--- src/rtl/core/mfd_pkg.sv ---
// ----------------------------------------------------------------------------
// mfd_pkg
// Shared constants and types for the multitap feedback delay unit.
// ----------------------------------------------------------------------------
`default_nettype none

package mfd_pkg;

    localparam int MFD_DELAY_DEPTH = 65536;
    localparam int MFD_SAMPLE_BITS = 24;

    localparam int DELAY_W     = 24;  // Q16.8 tap delay
    localparam int GAIN_W      = 16;  // Q2.14 signed gain
    localparam int SEND_W      = 7;
    localparam int CFG_DATA_W  = 48;
    localparam int CFG_INDEX_W = 3;
    localparam int MAC_A_W     = 17;  // shared multiplier, coefficient side

    localparam logic [31:0] PREFILTER_RESET = 32'h0000_4000;

    typedef enum logic [CFG_INDEX_W-1:0] {
        REG_CENTRE_DELAY    = 3'd0,
        REG_LEFT_DELAY      = 3'd1,
        REG_RIGHT_DELAY     = 3'd2,
        REG_LOOP_GAIN       = 3'd3,
        REG_PREFILTER_GAINS = 3'd4,
        REG_TAP_LEVELS      = 3'd5,
        REG_MASTER_LEVEL    = 3'd6,
        REG_SEND_LEVEL      = 3'd7
    } cfg_reg_t;

    typedef struct packed {
        logic en;        // update the accumulator
        logic clear;     // start from zero instead of the running sum
        logic shift_hi;  // product weighted by 2^24 (upper half of a split multiply)
    } mac_ctl_t;

    localparam mac_ctl_t MAC_HOLD   = '{en: 1'b0, clear: 1'b0, shift_hi: 1'b0};
    localparam mac_ctl_t MAC_LOAD   = '{en: 1'b1, clear: 1'b1, shift_hi: 1'b0};
    localparam mac_ctl_t MAC_ADD    = '{en: 1'b1, clear: 1'b0, shift_hi: 1'b0};
    localparam mac_ctl_t MAC_ADD_HI = '{en: 1'b1, clear: 1'b0, shift_hi: 1'b1};

endpackage

`default_nettype wire

--- src/rtl/core/mfd_mac.sv ---
// ----------------------------------------------------------------------------
// mfd_mac
// Shared signed multiply-accumulate through which every product of the sample goes.
// ----------------------------------------------------------------------------
`default_nettype none

module mfd_mac #(
    parameter int BW   = 30,
    parameter int ACCW = 58
) (
    input  wire logic                                clk,
    input  wire mfd_pkg::mac_ctl_t                   ctl,
    input  wire logic signed [mfd_pkg::MAC_A_W-1:0] a,
    input  wire logic signed [BW-1:0]                b,
    output logic signed [ACCW-1:0]                   acc
);
    import mfd_pkg::*;

    logic signed [MAC_A_W+BW-1:0] prod;
    logic signed [ACCW-1:0]       prod_ext;
    logic signed [ACCW-1:0]       base;
    logic signed [ACCW-1:0]       acc_reg;

    assign prod     = a * b;
    assign prod_ext = ctl.shift_hi ? (ACCW'(prod) <<< 24) : ACCW'(prod);
    assign base     = ctl.clear ? '0 : acc_reg;

    always_ff @(posedge clk)
    begin
        if (ctl.en)
        begin
            acc_reg <= base + prod_ext;
        end
    end

    assign acc = acc_reg;

endmodule

`default_nettype wire

--- config.mk ---
export PLATFORM = sky130hd
export DESIGN_NAME = mfd_mac
export DESIGN_NICKNAME = d
export VERILOG_FILES = /design/src/rtl/core/mfd_pkg.sv /design/src/rtl/core/mfd_mac.sv
export SDC_FILE = /design/constraint.sdc
export NUM_CORES = 2
export LEC_CHECK = 0
export BUFFER_PORTS_ARGS = -buffer_cell sky130_fd_sc_hd__buf_4
export CAP_MARGIN = 5
export CORE_MARGIN = 8
export CORE_UTILIZATION = 48
export CTS_CLUSTER_SIZE = 8
export DETAILED_ROUTE_END_ITERATION = 7
export PLACE_DENSITY = 0.67
export SLEW_MARGIN = 5
export SYNTH_ARGS = -nofsm -noshare
export SYNTH_HDL_FRONTEND = slang
export SYNTH_SLANG_ARGS = --single-unit
--- constraint.sdc ---
create_clock -name clk -period 10.2 [get_ports clk]
set_input_delay 0.51 -clock clk [delete_from_list [all_inputs] [get_ports clk]]
set_output_delay 0.51 -clock clk [all_outputs]
set_load 0.01 [all_outputs]
==> After elaboration in Yosys (flattened, before gate mapping) <==
Index checks and enable logic that the tools add are counted.
{ "totals": {"in_bits": 51, "register_bits": 58} }
{ "op_classes": {"addsub": 1, "mul": 1, "n_mux": 2} }
{ "ops": {"columns": ["operator", "n"], "rows": [
  ["2-to-1 mux 58 bit", 2],
  ["adder 58 bit", 1],
  ["multiplier 17 x 30 -> 47 bit", 1]
]} }

==> Depth between registers and ports, before layout <==
{ "logic_depth": {"word_depth": 3, "mapped_depth": 36, "ltp_nobuf": 34} }

==> Least setup slack after synthesis <==
Ideal clock, no wire load.
{ "synth_path": {"path_type": "input to register", "from": "input a[2] in the netlist's numbering", "to": "register acc_reg[57] (netlist: acc[57]) (data pin)", "setup_slack_ps": 1749, "required_ps": 9938, "path_stages": 33, "setup_ps": 262, "n_path_buf": 3, "arrival_time_ps": 8189, "cell_sequence": "clkbuf_1 nand2_1 fa_1 inv_1 fa_1 inv_1 fa_1 inv_1 fa_1 fa_1 inv_1 fa_1 inv_1 ha_1 clkbuf_1 a21o_1 a21oi_1 o2111ai_1 o211ai_1 a41oi_1 o21a_1 or3_1 a31o_1 ha_1 clkbuf_1 nand3_1 or2_1 nor4_1 o2111a_1 o211ai_1 o41ai_1 xnor2_1 xnor2_1"} }
{ "synth_between": {"elab_chain_len": 3} }
{ "synth_lines": {"columns": ["item", "line", "text"], "rows": [
  ["from (decl)", "mfd_mac.sv:13", "input wire logic signed [mfd_pkg::MAC_A_W-1:0] a,"],
  ["multiplier 17 x 30 -> 47 bit", "mfd_mac.sv:24", "assign prod = a * b;"],
  ["2-to-1 mux 58 bit", "mfd_mac.sv:25", "assign prod_ext = ctl.shift_hi ? (ACCW'(prod) <<< 24) : ACCW'(prod);"],
  ["adder 58 bit", "mfd_mac.sv:32", "acc_reg <= base + prod_ext;"],
  ["to (signal assigned)", "mfd_mac.sv:32", null],
  ["to (decl)", "mfd_mac.sv:22", "logic signed [ACCW-1:0] acc_reg;"]
]} }
Every way passes these cells.
A chain may end at the register's enable or synchronous reset.

==> Worst setup path in the final report <==
{ "layout_path": {"from": "input a[16] in the netlist's numbering", "to": "register acc_reg[57] (netlist: acc[57]) (data pin)"} }
Same word-level chain as after synthesis.

==> reports/metrics.yaml <==
ys_types: 68
cp.required_ns: 10.28
clock.fmax_ghz: 0.1073
rr_endpoint: "acc[37]"
reg2reg_from: "acc[1]"
worstRegToRegCells: 12
critical_path.startpoint: "a[16]"
synth_cells: 2712
num_antenna_cells: 0
row_count: 81
finClkSkew_ns: 0.007696
via_per_inst: 5.543
hold_viol_final: 0
yosysTopAreaCell: "fa_1"
setup-tns-final_ns: 0
worst_pin_slew_ns: 0.9159
nNetsFinal: 3423
largest_register_ffs: 58
layout-drive-gt1-share: 0.05190
cts_setup_buffers: 0
io_pins: 109
cts.htree.levels: 3
cts_resized: 0
endpoint: "acc[57]"
crit_fanout: 17
ff_latch_area_um2: 1742
dieArea_um2: 56740
clk_path_buf_depth: 2
clk_pin_slew_ns: 0.06
drt_iter0_markers: 1387
syn_area_um2: 23700
dp_hpwl_um: 52990
endpoint_kind: "flip-flop"
cp_common_cell: "fa_1"
fillCellCount: 4615
synthTopCellsByArea: "fa_1 42%, ha_1 8.9%, inv_1 8.1%"
hp-class: "flip-flop to flip-flop"
setup_violations: 0
die_x_um: 238.2
synth.top_cell.area_share: 0.4156
hold_buffers: 0
yosysWarnings: 0
rsz0062_at_grt: "no"
cp.arrival_ns: 9.40
portBuffers: 108
clock-root-buffer: "clkbuf_16"
period_share: 0.9137
gr-total-overflow: 0
gr-usage-all-layers: 0.2382
ant_nets: 0
slew-limit-headroom: 0.3876
wirelength_um: 65380
synth_seq_area_share: 0.07349
wl_met3_um: 3887
gp_congestion: 0.9045
cp-start-kind: "primary input"
grt_max_degree: 59
cts_tree: "built"
area_growth_pct: 6.441
vias: 18740
wl_met2_um: 31460
ys.flop_type: "edfxtp_1"
die_h_um: 238.2
clock-sinks: 58
cts_made_buffers: 9
synth_nets: 3423
reg2reg_slack_ns: 6.50
clock_latency_ns: 0.35
cpPeakStageDelay_ns: 0.53
run_status: "complete, no violations"
grt_pass1_vias: 20520
crit_path_top_delay_cell: "fa_1"
cap_violations: 0
wl_met1_um: 28120
final_max_slew_viol_count: 0
drc: 0
dr.pass1.iters: 5
period_needed_ns: 9.320
synth-edff-count: 58
grt_antenna_before_repair: 0
wl_per_cell_um: 19.34
synth.avg_cell_area_um2: 8.739
async_flop_share: 0
core_area_um2: 48850
grt_first_pass_wirelength_um: 108900
initial_core_util: 0.4852
highest_layer: "met4"
multi_input_area_um2: 19550
ys_ff_latch: 58
critical_path_class: "primary input to flip-flop"
## how the worst min path moves through the flow
stage                start     end  slack, ns  cells after the start
floorplan           ctl[2]  acc[0]       0.62                      0
global placement    acc[0]  acc[0]       0.70                      2
detailed placement  acc[0]  acc[0]       0.74                      2
CTS                 acc[0]  acc[0]       0.76                      2
global route        acc[0]  acc[0]       0.81                      2
finish              acc[0]  acc[0]       0.75                      2
## Yosys cell counts, types with 3 or more instances
| library cell | number |
|---|---|
| a2111oi_0 | 4 |
| a211o_1 | 5 |
| a211oi_1 | 12 |
| a21boi_0 | 6 |
| a21o_1 | 29 |
| a21oi_1 | 120 |
| a221o_1 | 3 |
| a221oi_1 | 6 |
| a31oi_1 | 15 |
| and2_1 | 226 |
| and3_1 | 11 |
| and4_1 | 4 |
| clkbuf_1 | 123 |
| edfxtp_1 | 58 |
| fa_1 | 492 |
| ha_1 | 168 |
| inv_1 | 510 |
| mux2i_1 | 7 |
| nand2_1 | 345 |
| nand2b_1 | 16 |
| nand3_1 | 24 |
| nand4_1 | 13 |
| nor2_1 | 113 |
| nor2b_1 | 67 |
| nor3_1 | 36 |
| nor4_1 | 4 |
| o2111a_1 | 3 |
| o2111ai_1 | 7 |
| o211a_1 | 3 |
| o211ai_1 | 18 |
| o21a_1 | 18 |
| o21ai_0 | 55 |
| o21ai_1 | 15 |
| o21bai_1 | 19 |
| o22ai_1 | 3 |
| o31ai_1 | 8 |
| o41ai_1 | 3 |
| or2_1 | 3 |
| or2_2 | 4 |
| or3_1 | 11 |
| xnor2_1 | 59 |
| xor2_1 | 34 |
## cell families (layout without fill, tap and decap cells)
group,after synthesis,in the layout,synth area share
AO/OA/AOI/OAI,371,371,0.1002
XOR/XNOR,93,93,0.03437
adder cells (fa/ha/maj),660,660,0.5043
buffers and inverters,639,644,0.1016
flip-flops,58,58,0.07349
multiplexers,8,8,0.003432
AND/OR/NAND/NOR,883,883,0.1827
## critical path, delay by kind of cell
family | cells | cell delay [ns]
XOR/XNOR | 2 | 0.30
AO/OA/AOI/OAI | 10 | 2.63
buffers and inverters | 5 | 1.02
adder cells (fa/ha/maj) | 8 | 3.72
AND/OR/NAND/NOR | 5 | 1.21
## routing by layer
layer | vias to the layer above | track usage
li1 | 8432 | -
met1 | 9527 | 0.3248
met2 | 629 | 0.3976
met3 | 152 | 0.02988
met4 | 0 | 0.06699
met5 | - | 0
## area by class of cell
| type | instances | area share |
|---|---|---|
| Clock buffer | 10 | 0.009076 |
| Clock inverter | 6 | 0.003224 |
| Inverter | 512 | 0.07618 |
| Multi-Input combinational cell | 2015 | 0.7750 |
| Sequential cell | 58 | 0.06904 |
| Tap cell | 664 | 0.03293 |
| Timing Repair Buffer | 116 | 0.03452 |
## layout by cell type, fill, tap and decap left out, types with 59 or more instances in the layout
master   synthesis  layout
fa_1           492     492
xnor2_1         59      59
ha_1           168     168
and2_1         226     226
buf_4            0     116
inv_1          510     510
nand2_1        345     345
nor2b_1         67      67
nor2_1         113     113
a21oi_1        120     120
## through the flow
step	util	instances	worst slack [ns]	hold WS, ns	instance area [um^2]
2_1_floorplan	-	2712	1.749	0.6225	23700
3_3_place_gp	0.5101	3365	0.7624	0.7046	24920
3_5_place_dp	0.5101	3365	0.6102	0.7437	24920
4_1_cts	0.5164	3381	0.9580	0.7622	25230
5_1_grt	0.5164	3381	0.4538	0.8091	25230
6_report	0.5164	3381	0.8802	0.7486	25230
Power is left out: the tool's default activity adds up to more than one toggle a clock period on the data nets, which glitch-free logic cannot reach.
