`config.mk`:
```
export PLATFORM = sky130hd
export DESIGN_NAME = mfd_tap_addr
export DESIGN_NICKNAME = d
export VERILOG_FILES = /design/src/rtl/core/mfd_pkg.sv /design/src/rtl/core/mfd_tap_addr.sv
export SDC_FILE = /design/constraint.sdc
export NUM_CORES = 1
export LEC_CHECK = 0
export ABC_CLOCK_PERIOD_IN_PS = 6800
export BUFFER_PORTS_ARGS = -buffer_cell sky130_fd_sc_hd__buf_2
export CAP_MARGIN = 20
export CORE_MARGIN = 4
export CORE_UTILIZATION = 31
export DETAILED_ROUTE_END_ITERATION = 16
export PLACE_DENSITY = 0.64
export SYNTH_ARGS = -nofsm -noshare
export SYNTH_HDL_FRONTEND = slang
export SYNTH_SLANG_ARGS = --single-unit
```
`constraint.sdc`:
```
create_clock -name vclk -period 6.8
set_clock_uncertainty 0.1 [all_clocks]
set_input_delay 0.34 -clock vclk [all_inputs]
set_output_delay 0.34 -clock vclk [all_outputs]
set_load 0.03 [all_outputs]
```
`src/rtl/core/mfd_pkg.sv`:
```
// ----------------------------------------------------------------------------
// mfd_pkg
// Shared constants and types for the multitap feedback delay unit.
// ----------------------------------------------------------------------------
`default_nettype none

package mfd_pkg;

    localparam int MFD_DELAY_DEPTH = 65536;
    localparam int MFD_SAMPLE_BITS = 24;

    localparam int DELAY_W     = 24;  // Q16.8 tap delay
    localparam int GAIN_W      = 16;  // Q2.14 signed gain
    localparam int SEND_W      = 7;
    localparam int CFG_DATA_W  = 48;
    localparam int CFG_INDEX_W = 3;
    localparam int MAC_A_W     = 17;  // shared multiplier, coefficient side

    localparam logic [31:0] PREFILTER_RESET = 32'h0000_4000;

    typedef enum logic [CFG_INDEX_W-1:0] {
        REG_CENTRE_DELAY    = 3'd0,
        REG_LEFT_DELAY      = 3'd1,
        REG_RIGHT_DELAY     = 3'd2,
        REG_LOOP_GAIN       = 3'd3,
        REG_PREFILTER_GAINS = 3'd4,
        REG_TAP_LEVELS      = 3'd5,
        REG_MASTER_LEVEL    = 3'd6,
        REG_SEND_LEVEL      = 3'd7
    } cfg_reg_t;

    typedef struct packed {
        logic en;        // update the accumulator
        logic clear;     // start from zero instead of the running sum
        logic shift_hi;  // product weighted by 2^24 (upper half of a split multiply)
    } mac_ctl_t;

    localparam mac_ctl_t MAC_HOLD   = '{en: 1'b0, clear: 1'b0, shift_hi: 1'b0};
    localparam mac_ctl_t MAC_LOAD   = '{en: 1'b1, clear: 1'b1, shift_hi: 1'b0};
    localparam mac_ctl_t MAC_ADD    = '{en: 1'b1, clear: 1'b0, shift_hi: 1'b0};
    localparam mac_ctl_t MAC_ADD_HI = '{en: 1'b1, clear: 1'b0, shift_hi: 1'b1};

endpackage

`default_nettype wire

```
`src/rtl/core/mfd_tap_addr.sv`:
```
// ----------------------------------------------------------------------------
// mfd_tap_addr
// Clamps one Q16.8 tap delay and forms the two memory addresses it reads.
// ----------------------------------------------------------------------------
`default_nettype none

module mfd_tap_addr #(
    parameter int DELAY_DEPTH = mfd_pkg::MFD_DELAY_DEPTH,
    parameter int AW          = $clog2(DELAY_DEPTH)
) (
    input  wire logic [mfd_pkg::DELAY_W-1:0] dly,
    input  wire logic [AW-1:0]               wptr,
    output logic                             tap_on,
    output logic [7:0]                       frac,
    output logic [AW-1:0]                    new_addr,
    output logic [AW-1:0]                    old_addr
);
    import mfd_pkg::*;

    localparam logic [28:0] LO_C = 29'd256;
    localparam logic [28:0] HI_C = 29'((DELAY_DEPTH - 2) * 256);

    logic [28:0] dly_ext;
    logic [28:0] dly_clamped;
    logic [AW-1:0] whole;
    logic [AW:0]   diff;

    assign dly_ext = {5'b0, dly};
    assign tap_on  = |dly;

    always_comb
    begin
        priority if (dly_ext < LO_C)
        begin
            dly_clamped = LO_C;
        end
        else if (dly_ext > HI_C)
        begin
            dly_clamped = HI_C;
        end
        else
        begin
            dly_clamped = dly_ext;
        end
    end

    assign whole = dly_clamped[8 +: AW];
    assign frac  = dly_clamped[7:0];

    // A borrow means the tap lies behind the start of the ring.
    assign diff     = {1'b0, wptr} - {1'b0, whole};
    assign new_addr = diff[AW] ? diff[AW-1:0] + AW'(DELAY_DEPTH) : diff[AW-1:0];
    assign old_addr = (new_addr == '0) ? AW'(DELAY_DEPTH - 1) : new_addr - AW'(1);

endmodule

`default_nettype wire

```
# After elaboration in Yosys (flattened, before gate mapping)
# Index checks and enable logic that the tools add are counted.
# word_totals
reg_bits,0
inputBits,40
elab_cells,9
# op_classes
add_sub_neg,2
n_lt_le_gt_ge,2
n_mux,3
n_reduce_logical,2
# ops
operator,count
2-to-1 mux 24 bit,2
"> comparator 24 bit, second input constant",1
"less-than comparator 24 x 9 -> 1 bit, second input constant",1
OR reduction 24 bit,1
zero test 16 bit,1
2-to-1 mux 16 bit,1
"subtractor 16 x 1 -> 16 bit, second input constant",1
subtractor 16 bit,1

# Longest topological paths before layout
# logic_depth
depth_word,6
mapped_depth,15
mapped_depth_nobuf,14

# Worst setup path before layout
# Ideal clock, no wire load.
# synth_path
path_type,input to output
startpoint,input dly[16] in the netlist's numbering
endpoint,output old_addr[14]
arrival_ns,3.891
required_time_ns,6.360
slack_ns,2.469
stages,14
cell_sequence,nor4_1 -> nand4_1 -> o21ai_0 -> ha_1 -> inv_1 -> fa_1 -> a21o_1 -> a221oi_4 -> o21ai_0 -> xor2_1 -> o21bai_1 -> nor4_4 -> mux2i_1 -> a31oi_1
# synth_via
elab_chain_cells,6
word_cells_on_any_way,8
# synth_rtl
item,line_no,text
"start, declared",mfd_tap_addr.sv:11,"input wire logic [mfd_pkg::DELAY_W-1:0] dly,"
> comparator 24 bit,mfd_tap_addr.sv:37,else if (dly_ext > HI_C)
2-to-1 mux 24 bit,mfd_tap_addr.sv:37,
2-to-1 mux 24 bit (*),mfd_tap_addr.sv:33,priority if (dly_ext < LO_C)
subtractor 16 bit (*),mfd_tap_addr.sv:51,"assign diff = {1'b0, wptr} - {1'b0, whole};"
via new_addr[8],mfd_tap_addr.sv:15,"output logic [AW-1:0] new_addr,"
subtractor 16 x 1 -> 16 bit / zero test 16 bit (equally long branches),mfd_tap_addr.sv:53,assign old_addr = (new_addr == '0) ? AW'(DELAY_DEPTH - 1) : new_addr - AW'(1);
2-to-1 mux 16 bit (*),mfd_tap_addr.sv:53,
"end, declared",mfd_tap_addr.sv:16,output logic [AW-1:0] old_addr
# Mark *: on every way through the listed nets, which the timed path passes. The rest lies on a longest branch.

# Worst setup path in the final report
# layout_path
startpoint,input dly[20] in the netlist's numbering
endpoint,output old_addr[13]
# layout_via
elab_chain_cells,6
word_cells_on_any_way,8
# layout_rtl
item,line_no
> comparator 24 bit,mfd_tap_addr.sv:37
2-to-1 mux 24 bit,mfd_tap_addr.sv:37
2-to-1 mux 24 bit (*),mfd_tap_addr.sv:33
subtractor 16 bit (*),mfd_tap_addr.sv:51
subtractor 16 x 1 -> 16 bit / zero test 16 bit (equally long branches),mfd_tap_addr.sv:53
2-to-1 mux 16 bit (*),mfd_tap_addr.sv:53
# Mark *: on every way between the ends. The rest lies on a longest branch, timed or not.

==> metrics.yaml <==
logic_synthesis:
  yosys.area.top_type: "ha_1"
  postSynthAreaPerCell_um2: 6.76
  synth_top_area_share_pct: 15.5
  synth-seq-area-share_pct: 0
  synth_area_leaders: "ha_1, inv_1, xnor2_1, xor2_1, nand2_1"
  synth_nets: 274
  synth_area_mm2: 0.00145
  synth_warnings: 0
  ys_types: 48
  synth_cells: 215
  ys_top_cells_by_count: "inv_1, nand2_1, ha_1"
  synth_most_common_cell: "inv_1"
grt:
  grt_start_max_net_pins: 14
  busiest_layer: "met2"
  use_met2_pct: 23.6
  overflow: 0
  grt_usage_pct: 14.1
  use_met3_pct: 2.60
  grt_use_met1_pct: 20.0
  grt_pass1_vias: 1604
  antenna_found_initial: 0
  grt_first_pass_wirelength_um: 7270
critical_path:
  crit_end: "old_addr[13]"
  cp_cell_sequence: "buf_2, nor4_1, nand4_1, o21ai_0, ha_1, inv_1, fa_1, a21o_1, a221oi_4, xnor2_1, nor4_2, nor2b_1, nand4bb_2, nand3_1, buf_2"
  cpPeakStageDelay_ps: 420
  crit_path_frequent_cell: "buf_2"
  crit_family: "simple AND/OR/NAND/NOR gates"
  cp-startpoint: "dly[20]"
  required_ps: 6360
  critPathKind: "in2out"
  endpoint_kind: "output pin"
  cp_slowest_cell: "nor4_2"
  start_kind: "input pin"
  crit_path_max_fanout: 13
  worst-path-stages: 15
  worst-path-buf-inv: 3
  cp.arrival_ps: 4170
power_and_ir_drop:
  leakagePower_nw: 0.968
  power.switching_mw: 0.204
  vdd_drop_max_mv: 0.0545
  internal_power_mw: 0.0983
  clockPowerShare_pct: 0
  power_density_mw_per_mm2: 159
  seqPwrFrac_pct: 0
  p_comb_share_pct: 100.0
  swShare_pct: 67.5
timing:
  fin_tns_setup_ps: 0
  layout_setup_ws_ps: 2190
  timing.fmax_ghz: 0.217
  slew_headroom_pct: 50.0
  hold_violations: 0
  period_needed_ps: 4610
  worst_slew_pin_slew_ps: 744
  worst_hold_slack_ps: 980
  grt_setup_unrepaired: "no"
  setup_viol: 0
  min_period_over_period_pct: 67.8
  drv_slew: 0
route:
  vias_per_cell: 5.11
  finalWirelength_um: 4450
  drc: 0
  first_pass_iters: 4
  drt_iter0_markers: 50
  wire_per_inst_um: 13.0
  ant_nets: 0
  vias: 1748
floorplan:
  die-area_mm2: 0.00585
  num_rows: 24
  ios: 81
  die_w_um: 76.5
  dieHeight_um: 76.5
  core_mm2: 0.00444
  start_util_pct: 32.7
layout:
  nClkBuffers: 0
  seq_cells: 0
  ff_latch_area_um2: 0
  area.growth.synth_to_final_pct: 30.6
  num-nets-final: 351
  nFillCells: 472
  drive_above_1_share_pct: 31.4
  n_antenna_cell: 0
clock_tree:
  hold_buffers: 0
  cts_setup_buffers: 0
  cts_resized: 0
run_status:
  outcome: "finished clean"
placement:
  numPortBuffers: 81
  place_ws_ps: 2160
  place_hpwl_um: 3960
  gp_congestion: 0.938
job:
  max_cap_viol_count: 0
min_path:
  hold_class: "in2out"
placed cells by master (no fill, tap or decap), types with 2 or more instances in the layout:
| master | netlist | layout |
|---|---|---|
| nand3b_1 | 3 | 3 |
| nor4_1 | 7 | 7 |
| a21o_1 | 3 | 3 |
| mux2i_1 | 3 | 3 |
| a211oi_1 | 3 | 3 |
| nor2_1 | 11 | 11 |
| a21oi_1 | 9 | 9 |
| a31oi_1 | 3 | 3 |
| o211ai_1 | 2 | 2 |
| ha_1 | 18 | 18 |
| and3_1 | 10 | 10 |
| and2_1 | 2 | 2 |
| or2_2 | 2 | 2 |
| nand2_1 | 20 | 20 |
| a211o_1 | 2 | 2 |
| inv_1 | 26 | 26 |
| nand4_1 | 6 | 6 |
| nand3_1 | 6 | 6 |
| or3_1 | 4 | 4 |
| buf_2 | 2 | 81 |
| xnor2_1 | 11 | 11 |
| nor2b_1 | 3 | 3 |
| o21ai_0 | 14 | 14 |
| nand2b_1 | 3 | 3 |
| nor3_1 | 6 | 6 |
| o21a_1 | 3 | 3 |
| xor2_1 | 9 | 9 |
layer usage:
metal / up-vias / wire [um] / part of all wire [%]
met5: - / 0 / 0
met4: 0 / 0 / 0
met3: 0 / 397 / 8.9
met2: 66 / 1860 / 42
met1: 749 / 2200 / 49
li1: 933 / - / -
through the flow:
stage	util, %	power [mW]	area (um^2)	std cells
2_1_floorplan	-	0.221	1450	215
3_3_place_gp	42.7	0.302	1900	342
3_5_place_dp	42.7	0.303	1900	342
4_1_cts	42.7	0.304	1900	342
5_1_grt	42.7	0.329	1900	342
6_report	42.7	0.303	1900	342
power by group through the flow:
stage	Clock, mW	Sequential (mW)	Combinational (mW)
after global placement	0	0	0.302
after floorplan	0	0	0.221
final	0	0	0.303
after global routing	0	0	0.329
after detailed placement	0	0	0.303
after CTS	0	0	0.304
area by class of cell:
cell class                 instances  area (um^2)  area share, %
inverter                          26         97.6           5.14
multi-input combinational        183         1330           70.1
tap                               52         65.1           3.43
timing repair buffer              81          405           21.3
cell families after synthesis:
logic type	count (synthesis)	share of synthesized area (%)
xor+xnor	20	12.0
mux	3	2.07
simple gates	91	36.1
buf+inv	32	8.43
compound gates	50	24.5
fa+ha+maj	19	16.9
tightest hold or removal path, cell delays in order:
cell,delay (ps)
buf_2,100
and3_1,130
buf_2,170
how the worst min path moves through the flow:
stage               startpoint       to  slack [ps]  cells after the start
floorplan               dly[0]  frac[0]         810                      1
global placement        dly[2]  frac[2]         980                      3
detailed placement      dly[3]  frac[3]         980                      3
CTS                     dly[3]  frac[3]         980                      3
global route            dly[6]  frac[6]         990                      3
finish                  dly[3]  frac[3]         980                      3
Power figures use the tool's default switching activity.
